## src/hw/rtl/lobm_ram.sv

```systemverilog
// Generic single-port-write, single-port-read RAM with registered read data.
// Depends on nothing.
module lobm_ram #(
    parameter int WIDTH = 8,
    parameter int DEPTH = 16
) (
    input  logic                     i_clk,
    input  logic                     i_we,
    input  logic [$clog2(DEPTH)-1:0] i_waddr,
    input  logic [WIDTH-1:0]         i_wdata,
    input  logic [$clog2(DEPTH)-1:0] i_raddr,
    output logic [WIDTH-1:0]         o_rdata
);
    logic [WIDTH-1:0] r_mem [DEPTH];

    always_ff @(posedge i_clk) begin
        if (i_we) begin
            r_mem[i_waddr] <= i_wdata;
        end
        o_rdata <= r_mem[i_raddr];
    end
endmodule

```

## config.mk

```make
export PLATFORM = sky130hd
export DESIGN_NAME = lobm_ram
export DESIGN_NICKNAME = d
export VERILOG_FILES = /design/src/hw/rtl/lobm_ram.sv
export SDC_FILE = /design/constraint.sdc
export NUM_CORES = 1
export LEC_CHECK = 0
export BUFFER_PORTS_ARGS = -buffer_cell sky130_fd_sc_hd__buf_2
export CAP_MARGIN = 20
export CELL_PAD_IN_SITES_DETAIL_PLACEMENT = 1
export CELL_PAD_IN_SITES_GLOBAL_PLACEMENT = 2
export CORE_AREA = 2 2 150 123
export CTS_CLUSTER_DIAMETER = 50
export DETAILED_ROUTE_END_ITERATION = 8
export DIE_AREA = 0 0 152 125
export PLACE_DENSITY = 0.5
export SYNTH_ARGS = -nofsm -noshare
export SYNTH_HDL_FRONTEND = slang
export SYNTH_SLANG_ARGS = --single-unit
```

## constraint.sdc

```tcl
create_clock -name i_clk -period 2.2 [get_ports i_clk]
set_input_delay 0.11 -clock i_clk [delete_from_list [all_inputs] [get_ports i_clk]]
set_output_delay 0.11 -clock i_clk [all_outputs]
set_load 0.01 [all_outputs]
```

==> results.ini <==
[floorplan]
dieArea_um2 = 19000
rows = 44
design.portCount = 26
core_um2 = 17700
die_h_um = 125
dieWidth_um = 152
initial_utilization_pct = 29.1

[global_route]
grt_max_degree = 33
antenna_found_initial = 0
grt_pass1_vias = 2661
grt_use_total_pct = 12.7
grt_overflow_total = 0
grt_pass1_wl_mm = 17.1

[routing]
drtIter0Drc = 150
viasPerCell = 4.64
wire_per_inst_um = 21.3
wl_mm = 11.2
ant_nets = 0
vias = 2443
drtPass1Iterations = 4
drc = 0

[setup_path]
cp-startpoint = r_mem[9][2]$_DFFE_PP_
crit_arrival_ns = 1.72
slowest_stage = mux4_1
cp_top_family = multiplexers
reg2reg_slack_ns = 0.77
critPathKind = reg -> reg
end_kind = flip-flop
crit_path_max_incr_delay_ns = 0.53
worst-path-buf-inv = 0
crit_chain = mux4_1 -> a22oi_1 -> nand2_1
start_kind = flip-flop
crit_path_max_fanout = 1
r2r-start = r_mem[9][2]$_DFFE_PP_
critPathRequiredTime_ns = 2.49

[timing]
maxSlewHeadroom_pct = 69.3
rsz0062_at_grt = false
setup-violations-final = 0
max_freq_mhz = 699
fin_skew_ns = 0.0166
slew_viol_final = 0
period_minus_slack_ns = 1.43
fin_crit_sh_pct = 65.0
tns_ns = 0
hold_viol = 0
worst_slew_pin_slew_ns = 0.460

[pwr]
max-vdd-ir-drop_mv = 0.434
p_per_area_nw_per_um2 = 960
total_power_uw = 5980
p_leak_uw = 0.00209

[outcome]
status = completed

[cts]
root_buffer = clkbuf_16
clkLatencyLatePin_ns = 0.42
cts_resized = 0
cts_tree = built
post_cts_buffers = 0
htreeDepth = 4
clockBufferDepth = 2
cts_hold_buf = 0
cts.sinks = 136
path_clk_slew_ns = 0.06
numCtsBuffers = 17

[layout]
area_growth_pct = 21.0
antennaDiodeCount = 0
nFillCells = 1740
nets = 302
drive_gt1_share_pct = 32.0

[min_path]
hold_path_class = in -> reg
hp-start = i_wdata[4]

[flow_run]
drv_cap = 0

[yosys]
synthTopCellsByArea = edfxtp_1, mux4_2, mux4_1
syn_area_um2 = 5150
ys_types = 19
synth_nets = 247
synthCells = 229
yosysWarnings = 0
synth.top_cell.area_share_pct = 74.7
synth_largest_area_cell = edfxtp_1
syn_area_per_cell_um2 = 22.5
ys_seq_area_share_pct = 77.8
ys_seq_elements = 136

[placement]
dp_hpwl_mm = 7.17
gp_congestion = 0.698
portBuffers = 25

-- where the power goes --
group          switching [uW]  internal [uW]
combinational             158            116
clock                    1070           1730
sequential               19.4           2900
total                    1240           4740
-- per-stage QoR --
step	hold slack, ns	utilization, %	cells	instance area [um2]	worst slack (ns)
after floorplan	0.209	-	229	5150	0.597
after global placement	0.508	31.9	495	5640	0.553
after detailed placement	0.507	31.9	495	5640	0.531
after CTS	0.0715	35.2	527	6230	0.761
after global routing	0.0769	35.2	527	6230	0.694
final	0.0764	35.2	527	6230	0.769
-- logic make-up after synthesis --
kind of cell           after synthesis  share of synthesized area, %
buffers and inverters               10                          1.68
multiplexers                        32                          15.0
flip-flops                         136                          77.8
AND/OR/NAND/NOR                     35                          3.18
AO/OA/AOI/OAI                       16                          2.33
-- worst paths after layout --
| kind | endpoint | cells after the start |
|---|---|---|
| setup / recovery | o_rdata[2]$_DFF_P_ | 3 |
| hold / removal | r_mem[6][4]$_DFFE_PP_ | 1 |
| setup reg to reg | o_rdata[2]$_DFF_P_ | 3 |
| hold reg to reg | o_rdata[4]$_DFF_P_ | 3 |
-- synthesized netlist by cell type --
cell type / number
buf_6: 3
nor2_1: 13
clkdlybuf4s25_2: 3
nand2b_1: 2
and2b_1: 1
and2_1: 1
nand3_1: 1
buf_4: 1
dfxtp_1: 8
nor3_1: 4
nand3b_1: 2
buf_2: 3
nand2_1: 9
nor2b_1: 1
mux4_2: 18
or3b_2: 1
edfxtp_1: 128
a22oi_1: 16
mux4_1: 14
-- worst reg2reg max path: cells and delay by family, from the launching register on --
kind             cells  cell delay [ns]
multiplexers         1             0.53
flip-flops           1             0.35
AND/OR/NAND/NOR      1             0.09
AO/OA/AOI/OAI        1             0.32
-- registers in the layout, indices dropped and copies added (netlist names) --
register / cells
o_rdata: 8
r_mem: 128
-- cells in the final DEF, fill, tap and decap left out, drive strengths merged, types with 2 or more instances in the layout --
master    instances
edfxtp          128
buf              46
mux4             32
clkbuf           21
a22oi            16
nor2             13
nand2             9
dfxtp             8
clkinv            6
nor3              4
clkinvlp          3
nand3b            2
nand2b            2
bufinv            2
-- per-layer routing --
metal	GRT usage [%]	part of all wire, %
met1	17.9	49
met2	18.4	46
met3	4.12	4.2
met4	4.67	1.3
met5	0	0
-- cell type report --
cell class | instances | area (um2) | area share, %
Sequential cell | 136 | 4000 | 64.3
Multi-Input combinational cell | 83 | 1060 | 17.0
Timing Repair Buffer | 46 | 295 | 4.74
Tap cell | 230 | 288 | 4.62
Clock inverter | 11 | 124 | 1.99
Clock buffer | 21 | 460 | 7.39
(Power assumes the default switching activity.)
